## config.mk

```make
export PLATFORM = sky130hd
export DESIGN_NAME = calibrated_color_window_classifier
export DESIGN_NICKNAME = d
export VERILOG_FILES = /design/src/design/ccwc_pkg.sv /design/src/design/ccwc_lane.sv /design/src/design/ccwc_merge.sv /design/src/design/calibrated_color_window_classifier.sv
export VERILOG_INCLUDE_DIRS = /design/src /design/src/design
export SDC_FILE = /design/constraint.sdc
export NUM_CORES = 2
export LEC_CHECK = 0
export BUFFER_PORTS_ARGS = -buffer_cell sky130_fd_sc_hd__buf_2
export CORE_MARGIN = 2
export CORE_UTILIZATION = 55
export DETAILED_ROUTE_END_ITERATION = 8
export PLACE_DENSITY = 0.75
export SKIP_LAST_GASP = 1
export SLEW_MARGIN = 20
export SYNTH_ARGS = -nofsm -noshare
export SYNTH_HDL_FRONTEND = slang
export SYNTH_HIERARCHICAL = 1
export SYNTH_SLANG_ARGS = --single-unit
```

## constraint.sdc

```tcl
create_clock -name clock -period 3.15 [get_ports clock]
set_input_delay 0.63 -clock clock [delete_from_list [all_inputs] [get_ports clock]]
set_output_delay 0.63 -clock clock [all_outputs]
set_load 0.05 [all_outputs]
```

## src/design/calibrated_color_window_classifier_defines.svh

```systemverilog
// -----------------------------------------------------------------------------
// calibrated_color_window_classifier_defines.svh
// Assertion macros shared by the color window classifier modules.
// -----------------------------------------------------------------------------
`ifndef CALIBRATED_COLOR_WINDOW_CLASSIFIER_DEFINES_SVH
`define CALIBRATED_COLOR_WINDOW_CLASSIFIER_DEFINES_SVH

// Same-cycle implication, disabled while reset is high
`define CCWC_ASSERT_NOW(label, clk, rst, ante, cons, msg) \
   label: assert property (@(posedge clk) disable iff (rst) (ante) |-> (cons)) \
      else $error(msg);

// Next-cycle implication, disabled while reset is high
`define CCWC_ASSERT_NEXT(label, clk, rst, ante, cons, msg) \
   label: assert property (@(posedge clk) disable iff (rst) (ante) |=> (cons)) \
      else $error(msg);

`endif

```

## src/design/ccwc_pkg.sv

```systemverilog
// -----------------------------------------------------------------------------
// ccwc_pkg
// Types and fixed constants of the color window classifier.
// -----------------------------------------------------------------------------
package ccwc_pkg;

   // request kinds
   localparam logic [1:0] KIND_START    = 2'd0;
   localparam logic [1:0] KIND_SAMPLE   = 2'd1;
   localparam logic [1:0] KIND_MARGIN   = 2'd2;
   localparam logic [1:0] KIND_CLASSIFY = 2'd3;

   // fixed field widths
   localparam int KIND_W   = 2;
   localparam int CLASS_W  = 2;
   localparam int LEVEL_W  = 10;
   localparam int MARGIN_W = 10;
   localparam int RESULT_W = 3;

   localparam logic [MARGIN_W-1:0] MARGIN_RESET = 10'd5;

   // level pairs per item: red a, blue a, red b, blue b
   localparam int NUM_PAIRS = 4;
   localparam int PAIR_RED_A  = 0;
   localparam int PAIR_BLUE_A = 1;
   localparam int PAIR_RED_B  = 2;
   localparam int PAIR_BLUE_B = 3;

   // per-lane update command, at most one bit set
   typedef struct packed {
      logic start;
      logic sample;
      logic widen;
   } lane_cmd_type;

endpackage

```

## src/design/ccwc_lane.sv

```systemverilog
// -----------------------------------------------------------------------------
// ccwc_lane
// One color class: holds its min/max window per sensor and light channel,
// applies start, sample and margin updates, and tests both sensors.
// -----------------------------------------------------------------------------
`include "calibrated_color_window_classifier_defines.svh"

module ccwc_lane #(
   parameter int LEVEL_MAX = 1023,
   parameter int BND_W     = 10
) (
   input  logic                          clock,
   input  logic                          reset,
   input  ccwc_pkg::lane_cmd_type        cmd,
   input  logic [ccwc_pkg::MARGIN_W-1:0] margin,
   input  logic [BND_W-1:0]              level [ccwc_pkg::NUM_PAIRS],
   output logic                          match_a,
   output logic                          match_b
);
   import ccwc_pkg::*;

   localparam int SUM_W = ((BND_W > MARGIN_W) ? BND_W : MARGIN_W) + 1;

   logic [BND_W-1:0] lo_ff [NUM_PAIRS];
   logic [BND_W-1:0] lo_in [NUM_PAIRS];
   logic [BND_W-1:0] hi_ff [NUM_PAIRS];
   logic [BND_W-1:0] hi_in [NUM_PAIRS];
   logic [SUM_W-1:0] lo_ext [NUM_PAIRS];
   logic [SUM_W-1:0] hi_sum [NUM_PAIRS];
   logic [SUM_W-1:0] margin_ext;
   logic [NUM_PAIRS-1:0] in_win;

   // window update, each pair independent
   always_comb begin
      margin_ext = SUM_W'(margin);
      for (int p = 0; p < NUM_PAIRS; p++) begin
         lo_ext[p] = SUM_W'(lo_ff[p]);
         hi_sum[p] = SUM_W'(hi_ff[p]) + margin_ext;
         lo_in[p]  = lo_ff[p];
         hi_in[p]  = hi_ff[p];
         priority if (cmd.start) begin
            lo_in[p] = BND_W'(LEVEL_MAX);
            hi_in[p] = '0;
         end else if (cmd.sample) begin
            if (level[p] < lo_ff[p]) lo_in[p] = level[p];
            if (level[p] > hi_ff[p]) hi_in[p] = level[p];
         end else if (cmd.widen) begin
            lo_in[p] = (lo_ext[p] > margin_ext) ? BND_W'(lo_ext[p] - margin_ext) : '0;
            hi_in[p] = (hi_sum[p] > SUM_W'(LEVEL_MAX)) ? BND_W'(LEVEL_MAX)
                                                       : BND_W'(hi_sum[p]);
         end else begin
            lo_in[p] = lo_ff[p];
            hi_in[p] = hi_ff[p];
         end
      end
   end

   // bound registers, table resets to zero
   always_ff @(posedge clock) begin
      for (int p = 0; p < NUM_PAIRS; p++) begin
         if (reset) begin
            lo_ff[p] <= '0;
            hi_ff[p] <= '0;
         end else begin
            lo_ff[p] <= lo_in[p];
            hi_ff[p] <= hi_in[p];
         end
      end
   end

   // inclusive containment on both ends
   always_comb begin
      for (int p = 0; p < NUM_PAIRS; p++) begin
         in_win[p] = (level[p] >= lo_ff[p]) && (level[p] <= hi_ff[p]);
      end
   end

   assign match_a = in_win[PAIR_RED_A] & in_win[PAIR_BLUE_A];
   assign match_b = in_win[PAIR_RED_B] & in_win[PAIR_BLUE_B];

   `CCWC_ASSERT_NEXT(a_start_clears, clock, reset, cmd.start,
      (lo_ff[PAIR_RED_A] == BND_W'(LEVEL_MAX)) && (hi_ff[PAIR_BLUE_B] == '0),
      "start did not clear the class window")
   `CCWC_ASSERT_NEXT(a_sample_covered, clock, reset, cmd.sample,
      (lo_ff[PAIR_RED_A] <= $past(level[PAIR_RED_A])) &&
      (hi_ff[PAIR_RED_A] >= $past(level[PAIR_RED_A])),
      "sample not inside widened window")

endmodule

```

## src/design/ccwc_merge.sv

```systemverilog
// -----------------------------------------------------------------------------
// ccwc_merge
// Priority merge of the lane matches per sensor and the result register.
// -----------------------------------------------------------------------------
`include "calibrated_color_window_classifier_defines.svh"

module ccwc_merge #(
   parameter int NUM_CLASSES = 4
) (
   input  logic                          clock,
   input  logic                          reset,
   input  logic                          load,
   input  logic [NUM_CLASSES-1:0]        match_a,
   input  logic [NUM_CLASSES-1:0]        match_b,
   input  logic                          rsp_ready,
   output logic                          rsp_valid,
   output logic [ccwc_pkg::RESULT_W-1:0] class_a,
   output logic [ccwc_pkg::RESULT_W-1:0] class_b
);
   import ccwc_pkg::*;

   localparam int CODE_W = $clog2(NUM_CLASSES + 1);

   logic [CODE_W-1:0]   code_a;
   logic [CODE_W-1:0]   code_b;
   logic [RESULT_W-1:0] res_a;
   logic [RESULT_W-1:0] res_b;
   logic                valid_ff;
   logic                valid_in;
   logic [RESULT_W-1:0] class_a_ff;
   logic [RESULT_W-1:0] class_b_ff;

   // lowest matching class wins, else the no-match code
   always_comb begin
      code_a = CODE_W'(NUM_CLASSES);
      code_b = CODE_W'(NUM_CLASSES);
      for (int i = NUM_CLASSES - 1; i >= 0; i--) begin
         if (match_a[i]) code_a = CODE_W'(i);
         if (match_b[i]) code_b = CODE_W'(i);
      end
   end

   assign res_a = RESULT_W'(code_a);
   assign res_b = RESULT_W'(code_b);

   // result register
   assign valid_in = load | (valid_ff & ~rsp_ready);

   always_ff @(posedge clock) begin
      if (reset) begin
         valid_ff <= 1'b0;
      end else begin
         valid_ff <= valid_in;
      end
   end

   always_ff @(posedge clock) begin
      if (load) begin
         class_a_ff <= res_a;
         class_b_ff <= res_b;
      end
   end

   assign rsp_valid = valid_ff;
   assign class_a   = class_a_ff;
   assign class_b   = class_b_ff;

   `CCWC_ASSERT_NEXT(a_load_result, clock, reset, load,
      valid_ff && (class_a_ff == $past(res_a)) && (class_b_ff == $past(res_b)),
      "loaded result not presented")

endmodule

```

## src/design/calibrated_color_window_classifier.sv

```systemverilog
// -----------------------------------------------------------------------------
// calibrated_color_window_classifier
// Learns min/max color windows per class for two sensors under red and blue
// light and classifies sensor pairs against them.
//
//   channel   direction  ports
//   request   in         req_valid, req_ready, req_kind .. req_blue_level_b
//   response  out        rsp_valid, rsp_ready, rsp_class_a, rsp_class_b
//   csr       in         csr_write_en, csr_write_data (window_margin)
//
// One request per cycle. Window updates land in the class lanes at the accept
// edge; a classify result is valid the cycle after its request is accepted.
// The single result register sets the rate under backpressure: a request is
// taken while it is empty or being drained in the same cycle.
// Reset clears every window bound to zero and sets the margin to 5.
// -----------------------------------------------------------------------------
`include "calibrated_color_window_classifier_defines.svh"

module calibrated_color_window_classifier #(
   parameter int NUM_CLASSES = 4,
   parameter int LEVEL_MAX   = 1023
) (
   input  logic                          clock,
   input  logic                          reset,
   input  logic                          req_valid,
   output logic                          req_ready,
   input  logic [ccwc_pkg::KIND_W-1:0]   req_kind,
   input  logic [ccwc_pkg::CLASS_W-1:0]  req_color_class,
   input  logic [ccwc_pkg::LEVEL_W-1:0]  req_red_level_a,
   input  logic [ccwc_pkg::LEVEL_W-1:0]  req_blue_level_a,
   input  logic [ccwc_pkg::LEVEL_W-1:0]  req_red_level_b,
   input  logic [ccwc_pkg::LEVEL_W-1:0]  req_blue_level_b,
   output logic                          rsp_valid,
   input  logic                          rsp_ready,
   output logic [ccwc_pkg::RESULT_W-1:0] rsp_class_a,
   output logic [ccwc_pkg::RESULT_W-1:0] rsp_class_b,
   input  logic                          csr_write_en,
   input  logic [ccwc_pkg::MARGIN_W-1:0] csr_write_data
);
   import ccwc_pkg::*;

   localparam int BND_W = $clog2(LEVEL_MAX + 1);

   logic [MARGIN_W-1:0] margin_ff;
   logic [MARGIN_W-1:0] margin_in;
   logic                accept;
   logic                load;
   logic [LEVEL_W-1:0]  raw_level [NUM_PAIRS];
   logic [BND_W-1:0]    level [NUM_PAIRS];
   lane_cmd_type        lane_cmd [NUM_CLASSES];
   logic [NUM_CLASSES-1:0] match_a;
   logic [NUM_CLASSES-1:0] match_b;

   // margin register
   assign margin_in = csr_write_en ? csr_write_data : margin_ff;

   always_ff @(posedge clock) begin
      if (reset) begin
         margin_ff <= MARGIN_RESET;
      end else begin
         margin_ff <= margin_in;
      end
   end

   // request handshake
   assign req_ready = ~rsp_valid | rsp_ready;
   assign accept    = req_valid & req_ready;
   assign load      = accept && (req_kind == KIND_CLASSIFY);

   // clamp levels to full scale
   assign raw_level[PAIR_RED_A]  = req_red_level_a;
   assign raw_level[PAIR_BLUE_A] = req_blue_level_a;
   assign raw_level[PAIR_RED_B]  = req_red_level_b;
   assign raw_level[PAIR_BLUE_B] = req_blue_level_b;

   always_comb begin
      for (int p = 0; p < NUM_PAIRS; p++) begin
         level[p] = (int'(raw_level[p]) > LEVEL_MAX) ? BND_W'(LEVEL_MAX)
                                                     : BND_W'(raw_level[p]);
      end
   end

   // per-lane command decode
   always_comb begin
      for (int i = 0; i < NUM_CLASSES; i++) begin
         lane_cmd[i].start  = accept && (req_kind == KIND_START) &&
                              (int'(req_color_class) == i);
         lane_cmd[i].sample = accept && (req_kind == KIND_SAMPLE) &&
                              (int'(req_color_class) == i);
         lane_cmd[i].widen  = accept && (req_kind == KIND_MARGIN) &&
                              (int'(req_color_class) == i);
      end
   end

   // class lanes
   for (genvar g = 0; g < NUM_CLASSES; g++) begin : g_lane
      ccwc_lane #(
         .LEVEL_MAX (LEVEL_MAX),
         .BND_W     (BND_W)
      ) u_lane (
         .clock   (clock),
         .reset   (reset),
         .cmd     (lane_cmd[g]),
         .margin  (margin_ff),
         .level   (level),
         .match_a (match_a[g]),
         .match_b (match_b[g])
      );
   end

   // priority merge and result register
   ccwc_merge #(
      .NUM_CLASSES (NUM_CLASSES)
   ) u_merge (
      .clock     (clock),
      .reset     (reset),
      .load      (load),
      .match_a   (match_a),
      .match_b   (match_b),
      .rsp_ready (rsp_ready),
      .rsp_valid (rsp_valid),
      .class_a   (rsp_class_a),
      .class_b   (rsp_class_b)
   );

   `CCWC_ASSERT_NEXT(a_no_spurious_rsp, clock, reset,
      !load && !rsp_valid, !rsp_valid,
      "response raised without a classify request")

endmodule
```

# == Word-level counts from Yosys, hierarchy flattened ==
# Memory sizes are Yosys's and may differ from the RTL's.
# Index checks and enable logic that the tools add are counted.
# op_classes
order_cmp,96
n_bitwise,46
muxes,201
n_eq_ne,6
addsub,32
n_reduce_logical,38
# ops
cell,n
$mux 10,192
$gt 10x10->1,32
$add 10x10->11,16
$gt 11x10->1 const B,16
$ge 10x10->1,16
$le 10x10->1,16
$lt 10x10->1,16
$sub 10x10->10,16
$or 1x1->1,34
$logic_and 1x1->1,32
$and 1x1->1,10
$eq 2x2->1 const B,4
$mux 3,2
$reduce_or 3->1,2
$mux 1,5
$eq 2x1->1 const B,2
$logic_not 2->1,2
$mux 2,2
$reduce_or 2->1,2
$not 1->1,2
# totals
input_bits,59
ff_bits,17
n_memories,8
out_inout_bits,8
ramBits,320
# memory_table
memory,depth,word_bits,rd,rd_clocked_by_memory_dff,wr,line_no,source
g_lane[0].u_lane.hi_ff,4,10,4,0,4,ccwc_lane.sv:26,logic [BND_W-1:0] hi_ff [NUM_PAIRS];
g_lane[0].u_lane.lo_ff,4,10,4,0,4,ccwc_lane.sv:24,logic [BND_W-1:0] lo_ff [NUM_PAIRS];
g_lane[1].u_lane.hi_ff,4,10,4,0,4,ccwc_lane.sv:26,
g_lane[1].u_lane.lo_ff,4,10,4,0,4,ccwc_lane.sv:24,
g_lane[2].u_lane.hi_ff,4,10,4,0,4,ccwc_lane.sv:26,
g_lane[2].u_lane.lo_ff,4,10,4,0,4,ccwc_lane.sv:24,
2 more memories,n/a,n/a,n/a,n/a,n/a,n/a,

# == Logic depth before layout (Yosys ltp) ==
# depth
ltp_word,9
depth_mapped,12
mapped_depth_nobuf,10

# == Hierarchy ==
# Netlist, hierarchy kept.
# by_module_without_submodules
module,instances,cells_per_inst,area_per_inst_um2
ccwc_lane at g_lane[3].u_lane,1,1191,9345.2
ccwc_lane at g_lane[2].u_lane,1,1166,9320.2
ccwc_lane at g_lane[1].u_lane,1,1172,9162.5
ccwc_lane at g_lane[0].u_lane,1,1152,9126.3
calibrated_color_window_classifier,1,58,511.7
ccwc_merge,1,22,295.3

# == Least setup slack after synthesis ==
# No wires, ideal clock.
# synth_timing
kind,register to register
start,register margin_ff[0]
end,memory g_lane[2].u_lane.hi_ff[3][8]
required_ns,3.033
arrival_ns,3.059
path_stages_with_launch,10
slack_ns,-0.026
path_cell_list,dfxtp_1 -> ha_1 -> inv_1 -> fa_1 -> nor2b_1 -> o31a_1 -> o32ai_1 -> or3b_2 -> a211o_1 -> a32o_1
# synth_lines
element,line_no,source
from (decl),calibrated_color_window_classifier.sv:44,logic [MARGIN_W-1:0] margin_ff;
from (signal assigned),calibrated_color_window_classifier.sv:61,margin_ff <= margin_in;
to (decl),ccwc_lane.sv:26,

==> metrics.cfg <==
[synth]
synth_nets = 5492
synthTopCellsByArea = ha_1 (21%), dfxtp_1 (18%), inv_1 (4.8%)
yosys.area.top_type = ha_1
avgSynthCellArea_um2 = 7.93
synth_cells = 4761
netlist_area_um2 = 37800
ys_ff_latch = 337
seq_area_frac_synth_pct = 18.0
async_flop_share_pct = 0
synth-main-ff-cell = dfxtp_1
synth_edf_count = 6
synth_top_area_share_pct = 21.2
synthDistinctLibCells = 115
ys_warn_count = 6

[detailed_routing]
drt_first_pass_iters = 8
drc = 0
via_per_inst = 6.61
drt-total-wl_um = 134000
drtIter0Drc = 4041
ant_nets = 0
num_vias = 39900
wl_per_cell_um = 22.3

[worst_setup_path]
cp.required_ps = 3650
crit_path_max_fanout = 8
endpoint_kind = flip-flop
ff2ff_setup_slack_ps = 100
arrival_ps = 3560
reg2reg_depth = 8
reg2reg_from = margin_ff[5]$_SDFFE_PP0P_
path_class = reg2reg
cp-start-kind = flip-flop
r2r_end = g_lane[0].u_lane/lo_ff[1][6]$_SDFFE_PP0P_

[timing]
finalHoldViolCount = 0
period_share_pct = 96.9
worst_pin_slew_ps = 758
period_minus_slack_ps = 3050
final_max_slew_viol_count = 0
max_freq_mhz = 328
setup_viol = 0
skew_ps = 25.4
rsz0062_at_grt = no
worst_slew_margin_rel_pct = 49.2
fin_ws_ps = 97.5
whs_ps = 251

[global_route]
grt_max_degree = 51
antenna_found_initial = 2
grt_pass1_vias = 36900
grt_overflow = 0
grt_usage_pct = 36.8
grt_pass1_wl_um = 206000

[power]
p_sw_mw = 5.25
p_leak_nw = 18.0
p_sw_share_pct = 35.0
pwr-share-comb_pct = 32.4
pwr-share-clk_pct = 36.9
p_int_mw = 9.74
powerDensity_nw_per_um2 = 346
p_seq_share_pct = 30.7
worst_ir_drop_vdd_v = 0.000343

[layout]
finish.utilization_pct = 63.5
drive_gt1_share_pct = 12.3
area_delta_synth_final_pct = 14.7
final_common_cell = ha_1
final_cell_mix = ha_1 (640), inv_1 (481), buf_4 (332)
register_area_um2 = 6820
multi_input_comb_area_um2 = 28700
nFillCells = 5917
fin_nets = 5844

[placed_design]
portBuffers = 66
dp_hpwl_um = 104000
place.gp.congestion = 0.993
pre_cts_ws_ps = -172

[clocking]
clk_latency_ps = 610
path_clk_slew_ps = 60
cts_sinks = 337
clock-root-buffer = clkbuf_16
cts-buffers-inserted = 45
ctsHoldBuffers = 0
cts_buffer_depth = 3
cts_tree = built
h-tree-depth = 2

[hold_path]
min_path_type = in2reg
worstHoldStart = csr_write_data[0]
worst_hold_path.endpoint = margin_ff[0]$_SDFFE_PP1P_
holdPathStages = 2

[flow_run]
max_cap_violations = 0

[floorplan]
pin_count = 67
initial_core_util_pct = 55.3
die-area_um2 = 70800
die_h_um = 266
core_um2 = 68200
row_count = 96
die_w_um = 266

[run_status]
status = finished clean

[cell families (layout without fill, tap and decap cells)]
group                    count (synthesis)  in the layout  synth area share, %
AO/OA/AOI/OAI                         1609           1609                 30.3
AND/OR/NAND/NOR                       1387           1387                 18.9
adder cells (fa/ha/maj)                672            672                 22.9
buffers and inverters                  602            990                 6.23
flip-flops                             337            337                 18.0
XOR/XNOR                               129            129                 2.99
multiplexers                            25             25                0.663
other                                    0              3                    0
[per-layer routing]
metal | wire length [um] | vias up | GRT usage [%]
met3 | 13700 | 469 | 6.39
met4 | 8670 | 2 | 20.2
met2 | 56800 | 2027 | 56.9
met1 | 55300 | 18600 | 48.6
met5 | 13 | - | 0
li1 | - | 18700 | -
[how the worst max path moves through the flow]
stage / cells past startpoint / startpoint / end
5_1_grt: 12 / margin_ff[0]$_SDFFE_PP1P_ / g_lane[0].u_lane/lo_ff[0][3]$_SDFFE_PP0P_
3_5_place_dp: 10 / req_red_level_a[5] / u_merge/class_a[0]$_SDFFCE_PP0P_
4_1_cts: 10 / margin_ff[0]$_SDFFE_PP1P_ / g_lane[0].u_lane/hi_ff[3][4]$_SDFFE_PP0P_
2_1_floorplan: 8 / req_kind[1] / g_lane[1].u_lane/lo_ff[1][9]$_SDFFE_PP0P_
6_report: 8 / margin_ff[5]$_SDFFE_PP0P_ / g_lane[0].u_lane/lo_ff[1][6]$_SDFFE_PP0P_
3_3_place_gp: 10 / req_red_level_a[5] / u_merge/class_a[0]$_SDFFCE_PP0P_
[synth_stat cells (all sizes together) (76+ instances only)]
cell type / count
a211oi: 100
a21o: 79
a21oi: 315
clkbuf: 76
dfxtp: 331
ha: 640
inv: 483
nand2: 303
nand2b: 93
nand3: 106
nand4: 89
nor2: 324
nor3: 142
o21a: 118
o21ai: 298
[area by class of cell]
cell class	count	share of cell area [%]
multi-input cells	3822	66.2
flip-flops and latches	337	15.8
repair buffers	423	7.69
inverters	484	4.20
clock buffers	61	2.97
well taps	882	2.55
clock inverters	22	0.624
diodes	3	0.0173
[worst max-delay path, cell delays in order, from the launching register on]
cell and delay (ps):
dfxtp_2 670, inv_1 340, ha_1 490, a21oi_1 90, o21ai_0 270, a2111oi_2 100, nor3_2 520, o21ai_0 230
a211oi_1 260
[registers in the layout (all words and copies together) (netlist names)]
| signal | count |
|---|---|
| g_lane.u_lane/lo_ff | 160 |
| u_merge/class_b | 3 |
| u_merge/rsp_valid | 1 |
| margin_ff | 10 |
| g_lane.u_lane/hi_ff | 160 |
| u_merge/class_a | 3 |
[timing repair]
| action | in CTS | in global routing |
|---|---|---|
| setup buffers | 0 | 1 |
| pin swaps | 0 | 2 |
| gates resized for setup | 1 | 7 |
| endpoints found under the setup margin | 1 | 35 |
[per-stage QoR]
stage	instances	setup TNS, ps	power [mW]	area (um2)
3_5_place_dp	5947	-373	9.38	41700
2_1_floorplan	4761	0	7.74	37800
3_3_place_gp	5947	-393	9.29	41700
4_1_cts	6030	0	14.9	43300
6_report	6034	0	15.0	43300
5_1_grt	6031	0	15.7	43300
[power groups by stage]
stage               registers, mW  clock network (mW)  logic [mW]
floorplan                    4.64                   0        3.10
global placement             4.69                   0        4.61
detailed placement           4.69                   0        4.69
CTS                          4.60                5.57        4.73
global route                 4.62                5.73        5.30
finish                       4.61                5.53        4.85
No activity file was read; power rests on OpenSTA's default activity.
